## src/rtl/rbfn_pkg.sv

```systemverilog
// Shared types, constants and the exp table generator for the RBF network evaluator.
package rbfn_pkg;

	localparam int MAX_NEURONS_DEF = 64;
	localparam int EXP_DEPTH_DEF   = 256;
	localparam int COORD_W         = 16;
	localparam int CENTER_W        = 3 * COORD_W;
	localparam int ACT_W           = 17;
	localparam int NC_W            = 7;
	localparam int INV_W           = 24;
	localparam int PIPE_DRAIN      = 10;

	typedef enum logic [1:0] {
		CMD_LOAD_CENTER = 2'd0,
		CMD_LOAD_WEIGHT = 2'd1,
		CMD_EVAL        = 2'd2
	} cmd_t;

	localparam logic CFG_NEURON_COUNT = 1'b0;
	localparam logic CFG_INV_WIDTH    = 1'b1;

	typedef struct packed {
		logic        done;
		logic [15:0] pred;
		logic        zero;
	} div_res_t;

	// shift-and-subtract quotient, used only while building the table
	function automatic longint unsigned udiv64(input longint unsigned a,
			input longint unsigned b);
		longint unsigned q;
		longint unsigned r;
		q = '0;
		r = '0;
		for (int bit_pos = 63; bit_pos >= 0; bit_pos--) begin
			r = {r[62:0], a[bit_pos]};
			q = {q[62:0], 1'b0};
			if (r >= b) begin
				r = r - b;
				q[0] = 1'b1;
			end
		end
		return q;
	endfunction

	// exp(-16*i/depth) in Q1.16, built from a Q1.31 Taylor series squared four times
	function automatic logic [ACT_W-1:0] exp_entry(input int unsigned i,
			input int unsigned depth);
		longint unsigned one;
		longint unsigned g;
		longint unsigned s;
		longint unsigned term;
		longint unsigned r;
		one = 64'd1 << 31;
		g = udiv64({32'd0, i} << 31, {32'd0, depth});
		s = one;
		term = one;
		for (int k = 1; k <= 20; k++) begin
			term = udiv64((term * g) >> 31, longint'(k));
			if ((k & 1) == 1)
				s = s - term;
			else
				s = s + term;
		end
		for (int k = 0; k < 4; k++)
			s = (s * s + (64'd1 << 30)) >> 31;
		r = (s + (64'd1 << 14)) >> 15;
		return r[ACT_W-1:0];
	endfunction

endpackage

```

## src/rtl/rbfn_cell.sv

```systemverilog
// One neuron slot of the rotating center and weight ring.
module rbfn_cell #(
	parameter int IDX = 0
) (
	input  logic                          clk,
	input  logic                          shift,
	input  logic                          load_c,
	input  logic                          load_w,
	input  logic [5:0]                    load_idx,
	input  logic [rbfn_pkg::CENTER_W-1:0] c_load,
	input  logic [15:0]                   w_load,
	input  logic [rbfn_pkg::CENTER_W-1:0] c_nb,
	input  logic [15:0]                   w_nb,
	output logic [rbfn_pkg::CENTER_W-1:0] c_q,
	output logic [15:0]                   w_q
);

	logic hit;
	assign hit = ({26'd0, load_idx} == 32'(IDX));

	always_ff @(posedge clk) begin
		if (shift) begin
			c_q <= c_nb;
			w_q <= w_nb;
		end else begin
			if (load_c && hit)
				c_q <= c_load;
			if (load_w && hit)
				w_q <= w_load;
		end
	end

endmodule

```

## config.mk

```make
export PLATFORM = sky130hd
export DESIGN_NAME = rbfn_cell
export DESIGN_NICKNAME = d
export VERILOG_FILES = /design/src/rtl/rbfn_pkg.sv /design/src/rtl/rbfn_cell.sv
export SDC_FILE = /design/constraint.sdc
export NUM_CORES = 1
export LEC_CHECK = 0
export BUFFER_PORTS_ARGS = -buffer_cell sky130_fd_sc_hd__buf_2
export CORE_MARGIN = 2
export CORE_UTILIZATION = 44
export CTS_CLUSTER_SIZE = 40
export DETAILED_ROUTE_END_ITERATION = 12
export GPL_TIMING_DRIVEN = 1
export PLACE_DENSITY_LB_ADDON = 0.15
export SYNTH_ARGS = -nofsm -noshare
export SYNTH_HDL_FRONTEND = slang
export SYNTH_SLANG_ARGS = --single-unit
```

## constraint.sdc

```tcl
create_clock -name clk -period 3.35 [get_ports clk]
set_input_delay 0.1675 -clock clk [delete_from_list [all_inputs] [get_ports clk]]
set_output_delay 0.1675 -clock clk [all_outputs]
set_load 0.05 [all_outputs]
```

==> out/results.ini <==
[placement]
gp_congestion = 0.717
dp.cells = 412
io_buffers = 201

[grt]
grt_pass1_vias = 2046
track_usage_pct = 17.8
grt_antenna_before_repair = 0
grt-ovfl-total = 0
grt_pass1_wl_mm = 9.59
grt_max_degree = 48

[drt]
ant_nets = 0
drt_iter0_markers = 64
drc = 0
finalWirelength_mm = 6.43
drt-vias-per-instance = 4.66
vias = 1995
drtPass1Iterations = 4
wl_per_cell_um = 15.0

[min_path]
hold_path.class = primary input to flip-flop

[cts]
postCtsHoldBufs = 0
cts_tree = yes
clkTransAtPathRegs_ps = 70
post-cts-setup-buffers = 0
cts_buffer_depth = 2
clock_sink_count = 64
htree_levels = 3
cts_resized = 0
root_buffer = clkbuf_8
cts-buffers-inserted = 9

[sta]
fin_crit_ps = 1610
timing.final.crit_share_pct = 48.2
worst_slew_pin_slew_ps = 710
slew_viol_final = 0
rsz0062_at_grt = no
fin_setup_tns_ps = 0
final-setup-viol-count = 0
max_freq_ghz = 0.620
finalHoldViolations = 0
slew-limit-headroom_pct = 52.7
holdWs_ps = 133

[cells_and_area]
nets = 484
syn_to_final_growth_pct = 42.2
final_cells = 428
fin_util_pct = 64.5
drive_above_1_share_pct = 80.6
num_antenna_cells = 0
n_fill_cell = 484

[critical_path]
start_kind = primary input
path_cells = buf_2 > nor4_1 > a31o_2 > buf_4
cp-endpoint = c_q[36]
crit_start = load_idx[1]
slowest_delay_ps = 510
cp.arrival_ps = 1600
path_class = primary input to flip-flop
crit_required_ps = 3340
cp_slowest_cell = a31o_2
worst_setup_path_end_kind = flip-flop
cp_max_fo = 32

[yosys]
yosysWarningCount = 0
syn-mean-instance-area_um2 = 20.7
yosysUniqueCellTypes = 8
synth_cells = 139
synth-seq-area-share_pct = 66.8
synth_fp_nets = 277
syn_area_mm2 = 0.00288
ys_ff_latch = 64

[power_and_ir_drop]
vdd_drop_max_v = 0.000401
combPwrFrac_pct = 26.3
pwr-share-clk_pct = 26.2
p_sw_share_pct = 31.9
power_density_mw_per_mm2 = 507
internal_power_w = 0.00141
p_seq_share_pct = 47.6
p_leak_nw = 1.93
p_sw_w = 0.000662

[run]
maxCapViolCount = 0

[floorplan]
core_area_mm2 = 0.00635
row_count = 29
die_w_um = 84.9
dieArea_mm2 = 0.00721
fp.dieH_um = 84.9
ios = 202
start_util_pct = 45.3

[status]
status = finished, final reports clean

-- area by class of cell --
class	instances	area (um2)	area share, %
repair buffers	203	1020	25.0
well taps	77	96.3	2.35
multi-input cells	68	891	21.8
clock buffers	9	124	3.02
flip-flops and latches	64	1920	46.9
clock inverters	7	38.8	0.947
-- worst min path at each step --
stage / start / to / cells after the start
finish: c_load[14] / c_q[14] / 2
global route: c_load[35] / c_q[35] / 2
CTS: c_load[14] / c_q[14] / 2
detailed placement: c_load[20] / c_q[20] / 2
global placement: c_load[24] / c_q[24] / 2
floorplan: c_nb[10] / c_q[10] / 1
-- Yosys cell counts, drive strengths merged --
| master | number | share of area (%) |
|---|---|---|
| mux2 | 64 | 30 |
| a31o | 2 | 0.61 |
| nor4 | 1 | 0.22 |
| nor2 | 1 | 0.13 |
| edfxtp | 64 | 67 |
| buf | 7 | 2.3 |
-- worst max-delay path: cells and delay by family --
family	cells	cell delay (ps)
and+or+nand+nor	1	360
buffers and inverters	2	540
AOI/OAI and AO/OA	1	510
-- registers in the layout, summed over array words and instances, names as in the netlist --
| signal | cells |
|---|---|
| w_q | 16 |
| c_q | 48 |
-- placed cells by master (no fill, tap or decap) --
cell | synthesis | layout
buf_2 | 2 | 200
mux2_2 | 26 | 26
mux2_4 | 38 | 38
nor4_1 | 1 | 1
a31o_2 | 2 | 2
edfxtp_1 | 64 | 64
buf_4 | 0 | 3
clkinv_2 | 0 | 3
clkbuf_8 | 0 | 9
nor2_1 | 1 | 1
clkinv_1 | 0 | 2
clkinvlp_4 | 0 | 1
clkinv_4 | 0 | 1
-- cell families (layout without fill, tap and decap cells) --
logic type | Yosys count | after routing | share of synthesized area [%]
flops | 64 | 64 | 66.8
mux | 64 | 64 | 30.0
simple gates | 2 | 2 | 0.348
compound gates | 2 | 2 | 0.609
buf+inv | 7 | 219 | 2.30
-- metal layers --
layer | wire, um | vias to the layer above | track usage, %
met2 | 3320 | 120 | 31.9
li1 | - | 965 | -
met1 | 2320 | 901 | 19.0
met3 | 685 | 9 | 6.61
met5 | 0 | - | 0
met4 | 108 | 0 | 7.36
-- power by group through the flow --
stage	Clock, W	Combinational [W]	Sequential (W)
after floorplan	0	0.000119	0.00128
after global placement	0	0.000547	0.00100
after detailed placement	0	0.000550	0.00100
after CTS	0.000559	0.000551	0.000988
after global routing	0.000593	0.000572	0.000994
final	0.000543	0.000545	0.000987
-- metrics by stage --
step	total power, W	setup WS [ps]	cell area (um2)
2_1_floorplan	0.00139	1680	2880
3_3_place_gp	0.00155	1390	3930
3_5_place_dp	0.00155	1370	3930
4_1_cts	0.00210	1730	4100
5_1_grt	0.00216	1610	4100
6_report	0.00207	1740	4100
Power figures use the tool's default switching activity.
