[config.mk]
export PLATFORM = sky130hd
export DESIGN_NAME = rbfn_div
export DESIGN_NICKNAME = d
export VERILOG_FILES = /design/src/rtl/rbfn_pkg.sv /design/src/rtl/rbfn_div.sv
export SDC_FILE = /design/constraint.sdc
export NUM_CORES = 1
export LEC_CHECK = 0
export ABC_AREA = 1
export CORE_ASPECT_RATIO = 0.6
export CORE_MARGIN = 2
export CORE_UTILIZATION = 50
export DETAILED_ROUTE_END_ITERATION = 7
export DONT_BUFFER_PORTS = 1
export GPL_ROUTABILITY_DRIVEN = 0
export PLACE_DENSITY = 0.64
export REMOVE_ABC_BUFFERS = 1
export SLEW_MARGIN = 20
export SYNTH_ARGS = -nofsm -noshare
export SYNTH_HDL_FRONTEND = slang
export SYNTH_SLANG_ARGS = --single-unit
[constraint.sdc]
create_clock -name clk -period 2.23 [get_ports clk]
set_input_delay 0.223 -clock clk [delete_from_list [all_inputs] [get_ports clk]]
set_output_delay 0.223 -clock clk [all_outputs]
set_load 0.03 [all_outputs]
[src/rtl/rbfn_pkg.sv]
// Shared types, constants and the exp table generator for the RBF network evaluator.
package rbfn_pkg;

	localparam int MAX_NEURONS_DEF = 64;
	localparam int EXP_DEPTH_DEF   = 256;
	localparam int COORD_W         = 16;
	localparam int CENTER_W        = 3 * COORD_W;
	localparam int ACT_W           = 17;
	localparam int NC_W            = 7;
	localparam int INV_W           = 24;
	localparam int PIPE_DRAIN      = 10;

	typedef enum logic [1:0] {
		CMD_LOAD_CENTER = 2'd0,
		CMD_LOAD_WEIGHT = 2'd1,
		CMD_EVAL        = 2'd2
	} cmd_t;

	localparam logic CFG_NEURON_COUNT = 1'b0;
	localparam logic CFG_INV_WIDTH    = 1'b1;

	typedef struct packed {
		logic        done;
		logic [15:0] pred;
		logic        zero;
	} div_res_t;

	// shift-and-subtract quotient, used only while building the table
	function automatic longint unsigned udiv64(input longint unsigned a,
			input longint unsigned b);
		longint unsigned q;
		longint unsigned r;
		q = '0;
		r = '0;
		for (int bit_pos = 63; bit_pos >= 0; bit_pos--) begin
			r = {r[62:0], a[bit_pos]};
			q = {q[62:0], 1'b0};
			if (r >= b) begin
				r = r - b;
				q[0] = 1'b1;
			end
		end
		return q;
	endfunction

	// exp(-16*i/depth) in Q1.16, built from a Q1.31 Taylor series squared four times
	function automatic logic [ACT_W-1:0] exp_entry(input int unsigned i,
			input int unsigned depth);
		longint unsigned one;
		longint unsigned g;
		longint unsigned s;
		longint unsigned term;
		longint unsigned r;
		one = 64'd1 << 31;
		g = udiv64({32'd0, i} << 31, {32'd0, depth});
		s = one;
		term = one;
		for (int k = 1; k <= 20; k++) begin
			term = udiv64((term * g) >> 31, longint'(k));
			if ((k & 1) == 1)
				s = s - term;
			else
				s = s + term;
		end
		for (int k = 0; k < 4; k++)
			s = (s * s + (64'd1 << 30)) >> 31;
		r = (s + (64'd1 << 14)) >> 15;
		return r[ACT_W-1:0];
	endfunction

endpackage

[src/rtl/rbfn_div.sv]
// Restoring divider with rounding and Q8.8 saturation for the normalized output.
module rbfn_div #(
	parameter int NUMW = 40,
	parameter int DENW = 24
) (
	input  logic                   clk,
	input  logic                   arst_n,
	input  logic                   start,
	input  logic signed [NUMW-1:0] num,
	input  logic [DENW-1:0]        den,
	output rbfn_pkg::div_res_t     res
);

	localparam int CW = $clog2(NUMW + 1);

	logic busy_q, fin_q, neg_q, zero_q;
	logic [CW-1:0] cnt_q;
	logic [NUMW-1:0] dvd_q;
	logic [DENW-1:0] rem_q, den_q;
	logic [DENW:0] rem2;
	logic ge;
	logic [NUMW-1:0] mag;

	assign mag = num[NUMW-1] ? $unsigned(-num) : $unsigned(num);
	assign rem2 = {rem_q, dvd_q[NUMW-1]};
	assign ge = (rem2 >= {1'b0, den_q});

	always_ff @(posedge clk or negedge arst_n) begin
		if (!arst_n) begin
			busy_q <= 1'b0;
			fin_q <= 1'b0;
			cnt_q <= '0;
		end else begin
			fin_q <= 1'b0;
			if (start) begin
				busy_q <= (den != '0);
				fin_q <= (den == '0);
				cnt_q <= '0;
			end else if (busy_q) begin
				cnt_q <= cnt_q + 1'b1;
				if (cnt_q == CW'(NUMW - 1)) begin
					busy_q <= 1'b0;
					fin_q <= 1'b1;
				end
			end
		end
	end

	always_ff @(posedge clk) begin
		if (start) begin
			neg_q <= num[NUMW-1];
			zero_q <= (den == '0);
			den_q <= den;
			dvd_q <= mag + NUMW'(den >> 1);
			rem_q <= '0;
		end else if (busy_q) begin
			rem_q <= ge ? DENW'(rem2 - {1'b0, den_q}) : rem2[DENW-1:0];
			dvd_q <= {dvd_q[NUMW-2:0], ge};
		end
	end

	always_comb begin
		res.done = fin_q;
		res.zero = zero_q;
		if (zero_q)
			res.pred = '0;
		else if (!neg_q)
			res.pred = (dvd_q > NUMW'(32767)) ? 16'h7FFF : dvd_q[15:0];
		else
			res.pred = (dvd_q > NUMW'(32768)) ? 16'h8000 : 16'(-dvd_q[15:0]);
	end

endmodule

==> impl_metrics.json, run 1 <==
{
  "cts.path.max_buffers": 2,
  "track_usage": 0.3493,
  "synth_edf_count": 66,
  "synth.top_cell.area_share": 0.2190,
  "ys_top_cells_by_area": "edfxtp_1 22%, nand2_1 15%, ha_1 7.6%",
  "synth_largest_area_cell": "edfxtp_1",
  "cp-start-kind": "input pin",
  "crit_fanout": 5,
  "io_buffer_count": 0,
  "crit_chain": "clkinvlp_4 -> ha_4 -> nand2_4 -> nor2_4 -> buf_6 -> nand2_8 -> o21ai_4 -> xor2_2 -> ha_4 -> nand2_1 -> nand2_1 -> nand2_1 -> nand2_1 -> a21oi_4 -> nand3_2 -> nand4_1 -> nand2_2 -> buf_6 -> nand3_1 -> nand2_1 -> nand3_2 -> nand2_2",
  "grt_use_met1": 0.5140,
  "clock_sinks": 98,
  "clk_latency_ps": 390,
  "dp.final_hpwl_um": 23450,
  "wl_um": 43780,
  "fin_ws_ps": -777.2,
  "grt_pass1_vias": 9577,
  "holdWs_ps": 34.80,
  "async_flop_share": 0.08163,
  "yosys_warnings": 0,
  "utilization": 0.8082,
  "holdCritPathClass": "input pin to flip-flop",
  "grt_pass1_wl_um": 51350,
  "fin_crit_ps": 3007,
  "antenna_found_initial": 0,
  "die_y_um": 108.2,
  "crit_type": "input pin to flip-flop",
  "critPathTopFamily": "simple AND/OR/NAND/NOR gates",
  "ys_seq_area_frac": 0.2942,
  "vias": 11943,
  "relSlewSlack": 0.4256,
  "slew_violations": 0,
  "critPathBufInv": 3,
  "ys_types": 53,
  "tritoncts": "yes",
  "cts_root_buffer": "clkbuf_16",
  "ff2ff_setup_slack_ps": -230,
  "p_per_area_mw_per_mm2": 763.6,
  "maxCapViolations": 0,
  "leakagePower_uw": 0.006355,
  "period_share": 1.349,
  "worstPathRequired_ps": 2370,
  "path_common_cell": "nand2_1",
  "wl_per_cell_um": 23.23,
  "drive_above_1_share": 0.4286,
  "htreeDepth": 3,
  "final_hold_viol_count": 0,
  "peakVddDrop_mv": 0.6211,
  "detailedRoute.firstIterationViolations": 2169,
  "fmax_mhz": 332.5,
  "avgSynthCellArea_um2": 6.748,
  "cp_slowest_cell": "xor2_2",
  "fin_skew_ps": 20.46,
  "syn2layout_area_growth_pct": 59.68,
  "top_usage_layer": "met1",
  "dieArea_mm2": 0.01922,
  "use_met3": 0.1361,
  "synth_area_mm2": 0.009049,
  "rsz0062_at_grt": "true",
  "synthFlopType": "edfxtp_1",
  "drtAntennaViolNets": 0,
  "numCtsBuffers": 9,
  "cts.clk_slew.worst_paths_ps": 90,
  "violations": "design-rule violations, negative setup slack",
  "vias_per_cell": 6.336,
  "initial_utilization": 0.5062,
  "core_area_mm2": 0.01788,
  "overflow": 0,
  "dr.pass1.iters": 8,
  "grt_max_degree": 48,
  "drc_errors": 96,
  "n_antenna_cell": 0,
  "crit_path_end_kind": "flip-flop",
  "pre_cts_slack_ps": -1081,
  "grt_use_met2": 0.4707,
  "fp-row-count": 38,
  "slowest_delay_ps": 300,
  "cp.arrival_ps": 3150,
  "pin_count": 85,
  "ys_ff_latch": 98,
  "fp.dieW_um": 177.7,
  "finalNetCount": 1764,
  "status": "complete, but fails checks",
  "synth_cells": 1341,
  "setup_viol": 74,
  "max_slew.worst_pin.slew_ps": 856.3
}
==> logic make-up (layout without fill, tap and decap cells) <==
group / Yosys count / in the layout / synth area share
simple gates: 720 / 721 / 0.3487
compound gates: 223 / 223 / 0.1384
buf+inv: 181 / 484 / 0.07812
flops: 98 / 98 / 0.2942
xor+xnor: 62 / 62 / 0.06001
fa+ha+maj: 57 / 57 / 0.08048
==> registers in the layout (all words and copies together), names as in the netlist <==
signal and count:
dvd_q 40, den_q 24, rem_q 24, cnt_q 6, busy_q 1, fin_q 1, neg_q 1, zero_q 1
==> cells in the mapped netlist (5+ instances only) <==
master / n
a21oi_1: 68
a31oi_1: 22
buf_2: 7
clkbuf_1: 15
dfrtp_1: 8
dfxtp_1: 24
edfxtp_1: 66
ha_1: 55
inv_1: 141
inv_2: 8
nand2_1: 371
nand2_2: 19
nand3_1: 80
nand3_2: 7
nand3b_1: 6
nand4_1: 22
nor2_1: 155
nor2_2: 16
nor3_1: 14
nor4_1: 12
o211ai_1: 11
o21ai_0: 77
o21ai_1: 15
o21bai_1: 5
o22ai_1: 6
xnor2_1: 21
xor2_1: 41
==> power by group <==
part           total [uW]  internal, uW  leakage [uW]  switching (uW)
logic                6700          2950       0.00523            3740
clock network        1660           791      0.000142             871
registers            2680          2330      0.000982             341
==> what timing repair did <==
| item | in CTS | in global routing |
|---|---|---|
| pin swaps | 132 | 169 |
| gates resized for setup | 250 | 322 |
| setup buffers | 56 | 40 |
| endpoints found under the hold margin | 68 | 0 |
| setup endpoints to repair | 73 | 74 |
| gates cloned | 2 | 0 |
| hold buffers | 27 | 0 |
==> cells in the final DEF, fill, tap and decap left out, drive strengths merged, types with 6 or more instances in the layout <==
cell,Yosys,layout
o21bai,6,6
edfxtp,66,66
ha,55,55
nor2,176,176
inv,149,152
o211ai,11,11
nor3,16,16
buf,14,290
xnor2,21,21
a31oi,22,22
nand3b,6,6
dlygate4sd3,0,26
dfrtp,8,8
o21ai,93,93
dfxtp,24,24
xor2,41,41
nand2,392,393
a21oi,69,69
clkbuf,15,9
nand3,87,87
o22ai,6,6
nor4,12,12
nand4,22,22
==> final cells by class <==
class,instances,area (um^2)
Tap cell,240,300.3
Sequential cell,98,2665
Inverter,152,581.8
Fill cell,1008,3428
Clock buffer,9,225.2
Multi-Input combinational cell,1063,7883
Clock inverter,7,70.07
Timing Repair Buffer,316,2724
==> per-stage QoR <==
step	instances	power (uW)	area [um^2]	TNS (ps)
after global routing	1885	11370	14450	-29880
after detailed placement	1769	6552	10870	-32010
after CTS	1858	9105	12730	-14600
final	1885	11030	14450	-25420
after floorplan	1312	4918	8912	-24450
after global placement	1769	6472	10870	-27640
==> layer usage <==
metal  vias up  part of all wire
met5         -           0.00091
met4         2             0.074
met3       391              0.15
met2      1156              0.40
met1      5358              0.37
li1       5036                 -
==> worst reg2reg max path, delay by kind of cell, from the launching register on <==
family                   cells  cell delay (ps)
AO/OA/AOI/OAI                6              980
buffers and inverters        3              420
flip-flops                   1              410
AND/OR/NAND/NOR              2              280
adder cells (fa/ha/maj)      1              220
==> worst paths after layout <==
path                       depth (start not counted)   endpoint       from
setup reg to reg                                  12  rem_q[22]  den_q[18]
hold reg to reg                                    2  rem_q[14]  rem_q[14]
hold / removal                                     2  dvd_q[30]      start
max in group asynchronous                          1   cnt_q[0]     arst_n
min in group asynchronous                          1     busy_q     arst_n
setup / recovery                                  22  dvd_q[33]     num[0]
Note: power is estimated with default switching activity, not from simulation.
==> inputs of run 2 (changes only) <==
--- a/config.mk
+++ b/config.mk
@@ -12,7 +12,7 @@
 export DETAILED_ROUTE_END_ITERATION = 7
 export DONT_BUFFER_PORTS = 1
 export GPL_ROUTABILITY_DRIVEN = 0
-export PLACE_DENSITY = 0.64
+export PLACE_DENSITY = 0.78
 export REMOVE_ABC_BUFFERS = 1
 export SLEW_MARGIN = 20
 export SYNTH_ARGS = -nofsm -noshare
==> run 2 against run 1 <==
  * The run now fails in global routing
  * Synthesized area unchanged
  * Synthesized cell count unchanged
==> impl_metrics.json, run 2 <==
{
  "status": "did not finish",
  "lastStage": "global routing",
  "stop_error": "[ERROR GRT-0232] Routing congestion too high. Check the congestion heatmap in the GUI.",
  "pin_count": 85,
  "overflow": 90,
  "synthFlopType": "edfxtp_1",
  "die_y_um": 108.2,
  "dp.final_hpwl_um": 22330,
  "yosys_warnings": 0,
  "numCtsBuffers": 9,
  "synth_cells": 1341,
  "synth.top_cell.area_share": 0.2190,
  "cts.path.max_buffers": 2,
  "synth_largest_area_cell": "edfxtp_1",
  "avgSynthCellArea_um2": 6.748,
  "synth_edf_count": 66,
  "htreeDepth": 3,
  "grt_max_degree": 61,
  "fp-row-count": 38,
  "pre_cts_slack_ps": -971.1,
  "synth.most_common_cell": "nand2_1",
  "fp.dieW_um": 177.7,
  "async_flop_share": 0.08163,
  "synth_area_mm2": 0.009049,
  "worstEpCategory": "output port",
  "cts_root_buffer": "clkbuf_16",
  "ys_ff_latch": 98,
  "initial_utilization": 0.5062,
  "io_buffer_count": 0,
  "ys_seq_area_frac": 0.2942,
  "ys_types": 53,
  "ys_top_cells_by_area": "edfxtp_1 22%, nand2_1 15%, ha_1 7.6%",
  "crit_endpoint": "res[4]",
  "track_usage": 0.7416,
  "clock_sinks": 98,
  "ys_top_cells_by_count": "371 x nand2_1, 155 x nor2_1, 141 x inv_1",
  "post_dp_cell_area_mm2": 0.01069
}
-- run 2: cell counts after synthesis --
Identical to the previous run, type by type.
-- run 2: repair_timing --
action | 4_1_cts
hold endpoints to repair | 68
setup buffers | 85
pin swaps | 153
setup endpoints to repair | 72
gates resized for setup | 313
gates cloned | 3
hold buffers | 27
-- run 2: metal layers --
layer	track usage	GRT overflow
met2	0.8735	53
met3	0.6530	3
met1	0.7514	2
met5	0.2448	1
met4	0.6956	31
-- run 2: cells by family after synthesis --
family,after synthesis,share of synthesized area
and+or+nand+nor,720,0.3487
AOI/OAI and AO/OA,223,0.1384
buffers and inverters,181,0.07812
DFF,98,0.2942
xor gates and xnor gates,62,0.06001
adders and majority gates,57,0.08048
-- run 2: per-stage QoR --
stage | TNS, ps | hold WS, ps | std cells
floorplan | -24450 | -72.59 | 1312
global placement | -24480 | -72.31 | 1747
detailed placement | -29240 | -72.29 | 1747
CTS | -10400 | 35.27 | 1874
==> inputs of run 3 (changes only) <==
--- a/config.mk
+++ b/config.mk
@@ -6,13 +6,12 @@
 export NUM_CORES = 1
 export LEC_CHECK = 0
 export ABC_AREA = 1
-export CORE_ASPECT_RATIO = 0.6
 export CORE_MARGIN = 2
-export CORE_UTILIZATION = 50
+export CORE_UTILIZATION = 35
 export DETAILED_ROUTE_END_ITERATION = 7
 export DONT_BUFFER_PORTS = 1
 export GPL_ROUTABILITY_DRIVEN = 0
-export PLACE_DENSITY = 0.78
+export PLACE_DENSITY_LB_ADDON = 0.15
 export REMOVE_ABC_BUFFERS = 1
 export SLEW_MARGIN = 20
 export SYNTH_ARGS = -nofsm -noshare
==> constraint.sdc (replaced) <==
create_clock -name clk -period 2.9 [get_ports clk]
set_input_delay 0.29 -clock clk [delete_from_list [all_inputs] [get_ports clk]]
set_output_delay 0.29 -clock clk [all_outputs]
set_load 0.03 [all_outputs]
==> run 3 against run 2 <==
  * The flow now finishes without violations
==> impl_metrics.json, run 3 (synthesis gave the netlist of run 1 again) <==
{
  "status": "finished, final reports clean",
  "cp-start-kind": "flip-flop",
  "slowest_delay_ps": 380,
  "die_y_um": 164.8,
  "fp-row-count": 58,
  "pin_count": 85,
  "dp.final_hpwl_um": 23770,
  "antenna_found_initial": 0,
  "syn2layout_area_growth_pct": 23.82,
  "placedCellCount": 1772,
  "tritoncts": "yes",
  "clk_latency_ps": 360,
  "grt_max_degree": 66,
  "peakVddDrop_mv": 0.3100,
  "drc_errors": 0,
  "io_buffer_count": 0,
  "stdcell_count": 1809,
  "utilization": 0.4437,
  "fp.dieW_um": 164.8,
  "dieArea_mm2": 0.02716,
  "vias_per_cell": 5.051,
  "crit_fanout": 6,
  "fmax_mhz": 348.9,
  "period_share": 0.9883,
  "grt_pass1_wl_um": 47060,
  "pre_cts_slack_ps": -369.3,
  "holdCritPathClass": "input pin to flip-flop",
  "cts.clk_slew.worst_paths_ps": 80,
  "clock_sinks": 98,
  "fillers": 2658,
  "wl_um": 29630,
  "finalNetCount": 1598,
  "crit_chain": "inv_2 -> ha_4 -> nand3_2 -> nor2_1 -> nand2_1 -> nor3_2 -> nand3_2 -> nor2_4 -> nand3_2 -> nor2_4 -> nor2_4 -> nand2_4 -> nand2_8 -> a31oi_4 -> buf_6",
  "initial_utilization": 0.3583,
  "slew_violations": 0,
  "n_antenna_cell": 0,
  "maxCapViolations": 0,
  "dr.pass1.iters": 7,
  "detailedRoute.firstIterationViolations": 452,
  "final_cell_mix": "363 x nand2_1, 144 x nor2_1, 138 x buf_4",
  "fin_skew_ps": 14.30,
  "cp_slowest_cell": "edfxtp_1",
  "setup_viol": 0,
  "drtAntennaViolNets": 0,
  "fin_crit_ps": 2866,
  "vias": 9138,
  "max_slew.worst_pin.slew_ps": 602.4,
  "largest_reg_flops": 40,
  "cts.path.max_buffers": 2,
  "cts_root_buffer": "clkbuf_16",
  "track_usage": 0.2234,
  "wl_per_cell_um": 16.38,
  "top_register": "dvd_q",
  "overflow": 0,
  "worstPathRequired_ps": 2610,
  "crit_type": "flip-flop to primary output",
  "rsz0062_at_grt": "true",
  "grt_pass1_vias": 8932,
  "htreeDepth": 3,
  "reg_top3": "dvd_q: 40 flops, den_q: 24 flops, rem_q: 24 flops",
  "cp.arrival_ps": 2580,
  "drive_above_1_share": 0.1961,
  "relSlewSlack": 0.5984,
  "p_per_area_mw_per_mm2": 546.3,
  "final_hold_viol_count": 0,
  "numCtsBuffers": 9,
  "crit_path_end_kind": "primary output",
  "final_common_cell": "nand2_1",
  "fin_ws_ps": 33.79,
  "core_area_mm2": 0.02525,
  "leakagePower_uw": 0.005128
}
==> run 3: what timing repair did <==
item / in CTS / in global routing
pin swaps: 12 / 32
hold endpoints to repair: 8 / 0
endpoints found under the setup margin: 13 / 38
gates cloned: 1 / 0
resized for setup: 39 / 62
buffers inserted: 12 / 11
hold buffers: 1 / 0
==> run 3: path summary, 6_finish.rpt <==
kind | from | end | slack [ps] | cells after the start
worst max-delay path | dvd_q[0] | res[4] | 30 | 15
worst min-delay path | den[7] | den_q[7] | 20 | 0
worst max register to register | dvd_q[39] | rem_q[22] | 300 | 16
max in group asynchronous | arst_n | busy_q | 2350 | 1
worst min register to register | rem_q[15] | rem_q[15] | 480 | 2
min in group asynchronous | arst_n | cnt_q[1] | 280 | 1
==> run 3: critical path, delay by kind of cell, from the launching register on <==
kind / cells / cell delay [ps]
compound gates: 1 / 220
flops: 1 / 380
buf+inv: 2 / 250
fa+ha+maj: 1 / 140
simple gates: 11 / 1230
==> run 3: report_power, final <==
| group | internal [uW] | leakage [uW] | switching, uW | total (uW) |
|---|---|---|---|---|
| combinational | 1140 | 0.00400 | 1690 | 2830 |
| sequential | 1790 | 0.000981 | 211 | 2010 |
| clock | 658 | 0.000150 | 626 | 1280 |
==> run 3: through the flow <==
step	TNS, ps	hold slack [ps]	power [uW]	instance area, um^2
4_1_cts	-269.4	13.01	6061	10910
6_report	0	19.11	6121	11200
2_1_floorplan	-34.46	-5.591	3782	8912
3_3_place_gp	-4659	-5.373	4672	10300
3_5_place_dp	-5761	-5.282	4676	10300
5_1_grt	-719.3	5.326	6573	11200
==> run 3: routing by layer <==
| layer | routed length [um] | global-route usage | up-vias | part of all wire |
|---|---|---|---|---|
| li1 | - | - | 4722 | - |
| met1 | 13070 | 0.2777 | 4184 | 0.44 |
| met2 | 13990 | 0.3895 | 199 | 0.47 |
| met3 | 1812 | 0.04997 | 33 | 0.061 |
| met4 | 750 | 0.05968 | 0 | 0.025 |
| met5 | 0 | 0 | - | 0 |
==> run 3: final cells by class <==
type / count / area [um^2] / area share
Clock inverter: 5 / 48.80 / 0.004355
Timing Repair Buffer: 150 / 1170 / 0.1044
Clock buffer: 11 / 254.0 / 0.02267
Tap cell: 330 / 412.9 / 0.03685
Inverter: 152 / 576.8 / 0.05148
Sequential cell: 98 / 2663 / 0.2376
Multi-Input combinational cell: 1063 / 6080 / 0.5426
==> inputs of run 4 (changes only) <==
--- a/config.mk
+++ b/config.mk
@@ -5,7 +5,6 @@
 export SDC_FILE = /design/constraint.sdc
 export NUM_CORES = 1
 export LEC_CHECK = 0
-export ABC_AREA = 1
 export CORE_MARGIN = 2
 export CORE_UTILIZATION = 35
 export DETAILED_ROUTE_END_ITERATION = 7
==> run 4 against run 3 <==
  * The flow now finishes with violations (negative setup slack)
  * Critical path depth unchanged
  * Synthesized area shrank 6.8%
  * Wire length decreased by 6.7%
  * Power decreased by 4.1%
  * Hold slack improved by 0.88 ps
  * Critical endpoint is now dvd_q[28]
==> impl_metrics.json, run 4 <==
{
  "slew_violations": 0,
  "pre_cts_slack_ps": -1516,
  "p_clk_frac": 0.200,
  "drive_above_1_share": 0.3642,
  "reg_top3": "dvd_q: 40 flops, den_q: 24 flops, rem_q: 24 flops",
  "fp-row-count": 56,
  "p_per_area_mw_per_mm2": 496.6,
  "ys_top_cells_by_area": "edfxtp_1 23%, ha_1 8.2%, dfxtp_1 5.7%",
  "grt_pass1_wl_um": 43150,
  "relSlewSlack": 0.5371,
  "fillers": 2251,
  "track_usage": 0.2122,
  "holdCritPathClass": "input pin to flip-flop",
  "grt_pass1_vias": 8100,
  "max_slew.worst_pin.slew_ps": 688.0,
  "vias": 8198,
  "antenna_found_initial": 0,
  "final_cell_mix": "185 x buf_4, 85 x nor2_1, 66 x edfxtp_1",
  "core_area_mm2": 0.02354,
  "internal-power_uw": 3738,
  "period_share": 1.279,
  "cts_root_buffer": "clkbuf_16",
  "fmax_mhz": 269.6,
  "cts.path.max_buffers": 2,
  "vias_per_cell": 5.517,
  "synth_cells": 972,
  "cp-start-kind": "input pin",
  "final_hold_viol_count": 0,
  "p_sw_uw": 2131,
  "syn2layout_area_growth_pct": 40.13,
  "io_buffer_count": 0,
  "ys_seq_area_frac": 0.3157,
  "rsz0062_at_grt": "true",
  "pin_count": 85,
  "avgSynthCellArea_um2": 8.677,
  "clock_sinks": 98,
  "detailedRoute.firstIterationViolations": 368,
  "n_antenna_cell": 0,
  "dp.final_hpwl_um": 20260,
  "maxCapViolations": 0,
  "peakVddDrop_mv": 0.3035,
  "combPwrFrac": 0.463,
  "placedCellCount": 1429,
  "violations": "negative setup slack",
  "numCtsBuffers": 9,
  "top_register": "dvd_q",
  "dr.pass1.iters": 4,
  "fin_ws_ps": -809.1,
  "worstPathRequired_ps": 3030,
  "fin_skew_ps": 7.913,
  "status": "complete, but fails checks",
  "drc_errors": 0,
  "ys_top_cells_by_count": "94 x nor2_1, 69 x nand2_1, 66 x edfxtp_1",
  "synth_edf_count": 66,
  "p_seq_frac": 0.337,
  "synth_largest_area_cell": "edfxtp_1",
  "htreeDepth": 3,
  "cp.arrival_ps": 3830,
  "p_sw_frac": 0.3631,
  "wl_um": 27630,
  "grt_max_degree": 103,
  "ff2ff_setup_slack_ps": 70,
  "p_total_uw": 5870,
  "synthFlopType": "edfxtp_1",
  "final_common_cell": "buf_4",
  "crit_type": "input pin to flip-flop",
  "crit_path_end_kind": "flip-flop",
  "crit_fanout": 4,
  "stdcell_count": 1486,
  "clk_latency_ps": 360,
  "ys_ff_latch": 98,
  "die_y_um": 159.2,
  "setup_viol": 44,
  "fin_crit_ps": 3709,
  "dieArea_mm2": 0.02536,
  "fp.dieW_um": 159.2,
  "synth.top_cell.area_share": 0.2350,
  "largest_reg_flops": 40,
  "ys_types": 72,
  "synth_area_mm2": 0.008434,
  "wl_per_cell_um": 18.59,
  "finalNetCount": 1286,
  "cts.clk_slew.worst_paths_ps": 70,
  "drtAntennaViolNets": 0,
  "async_flop_share": 0.08163,
  "leakagePower_uw": 0.004770,
  "yosys_warnings": 0,
  "synth.most_common_cell": "nor2_1",
  "initial_utilization": 0.3583,
  "utilization": 0.5020,
  "overflow": 0,
  "tritoncts": "yes"
}
[run 4: changes by cell type after synthesis, moves of 15 or more]
cell,delta
nand2_1,-302
clkbuf_1,+19
nor2_1,-61
o21ai_1,-15
xnor2_1,+29
nand2_2,-19
nand3_1,-64
mux2_2,+17
mux2i_1,+20
inv_1,-95
or3_1,+16
nor2_2,-16
a211oi_1,+29
o21ai_0,-25
[run 4: final timing paths]
path,to,cells after the start,start
hold reg to reg,rem_q[23],2,rem_q[23]
max in group asynchronous,cnt_q[1],1,arst_n
setup / recovery,dvd_q[28],15,num[3]
setup reg to reg,rem_q[22],14,dvd_q[39]
hold / removal,rem_q[8],1,start
min in group asynchronous,cnt_q[5],1,arst_n
[run 4: logic make-up (layout without fill, tap and decap cells)]
kind of cell               after synthesis  count (layout)  share of synthesized area
AOI/OAI and AO/OA                      280             282                     0.2245
xor gates and xnor gates                83              83                    0.08619
adders and majority gates               57              57                    0.08634
buffers and inverters                   90             283                    0.04243
DFF                                     98              98                     0.3157
muxes                                   37              37                    0.04643
and+or+nand+nor                        327             327                     0.1985
[run 4: timing repair]
item / CTS / global route
setup buffers: 23 / 25
gates cloned: 2 / 0
endpoints found under the setup margin: 47 / 72
endpoints found under the hold margin: 8 / 9
pin swaps: 70 / 80
hold buffers: 1 / 1
resized for setup: 138 / 115
[run 4: cell type report]
class                           count  area [um^2]  area share
Multi-Input combinational cell    786         6507      0.5506
Tap cell                          319        399.1     0.03377
Timing Repair Buffer              219         1790      0.1515
Clock inverter                      6        37.54    0.003176
Inverter                           48        182.7     0.01546
Clock buffer                       10        239.0     0.02022
Sequential cell                    98         2663      0.2253
[run 4: critical path, stage by stage]
cell	delay, ps
or3_4	400
or4_4	530
or2_4	310
o21ai_4	150
xnor2_2	110
ha_4	300
and4_4	220
o211a_1	190
buf_6	110
a31o_4	150
o211ai_1	90
buf_4	160
a211o_1	300
or3_1	350
a31o_1	170
[run 4: metal layers]
layer,part of all wire,wire (um),track usage,up-vias
li1,-,-,-,4040
met1,0.42,11650,0.2554,3974
met2,0.51,14080,0.3814,139
met3,0.036,1004,0.03438,45
met4,0.032,892,0.07645,0
met5,0,0,0,-
[run 4: power by group through the flow]
stage | Sequential [uW] | Clock [uW] | Combinational (uW)
floorplan | 1940 | 0 | 1440
global placement | 1970 | 0 | 2220
detailed placement | 1970 | 0 | 2240
CTS | 1960 | 1200 | 2480
global route | 2010 | 1250 | 2970
finish | 1980 | 1170 | 2720
[run 4: stage by stage]
step	setup TNS [ps]	hold WS [ps]	instance area (um^2)
after floorplan	-53320	-5.591	8257
after global placement	-37270	-5.403	10030
after detailed placement	-39140	-5.385	10030
after CTS	-23030	4.394	11120
after global routing	-25380	4.036	11820
final	-20520	19.99	11820
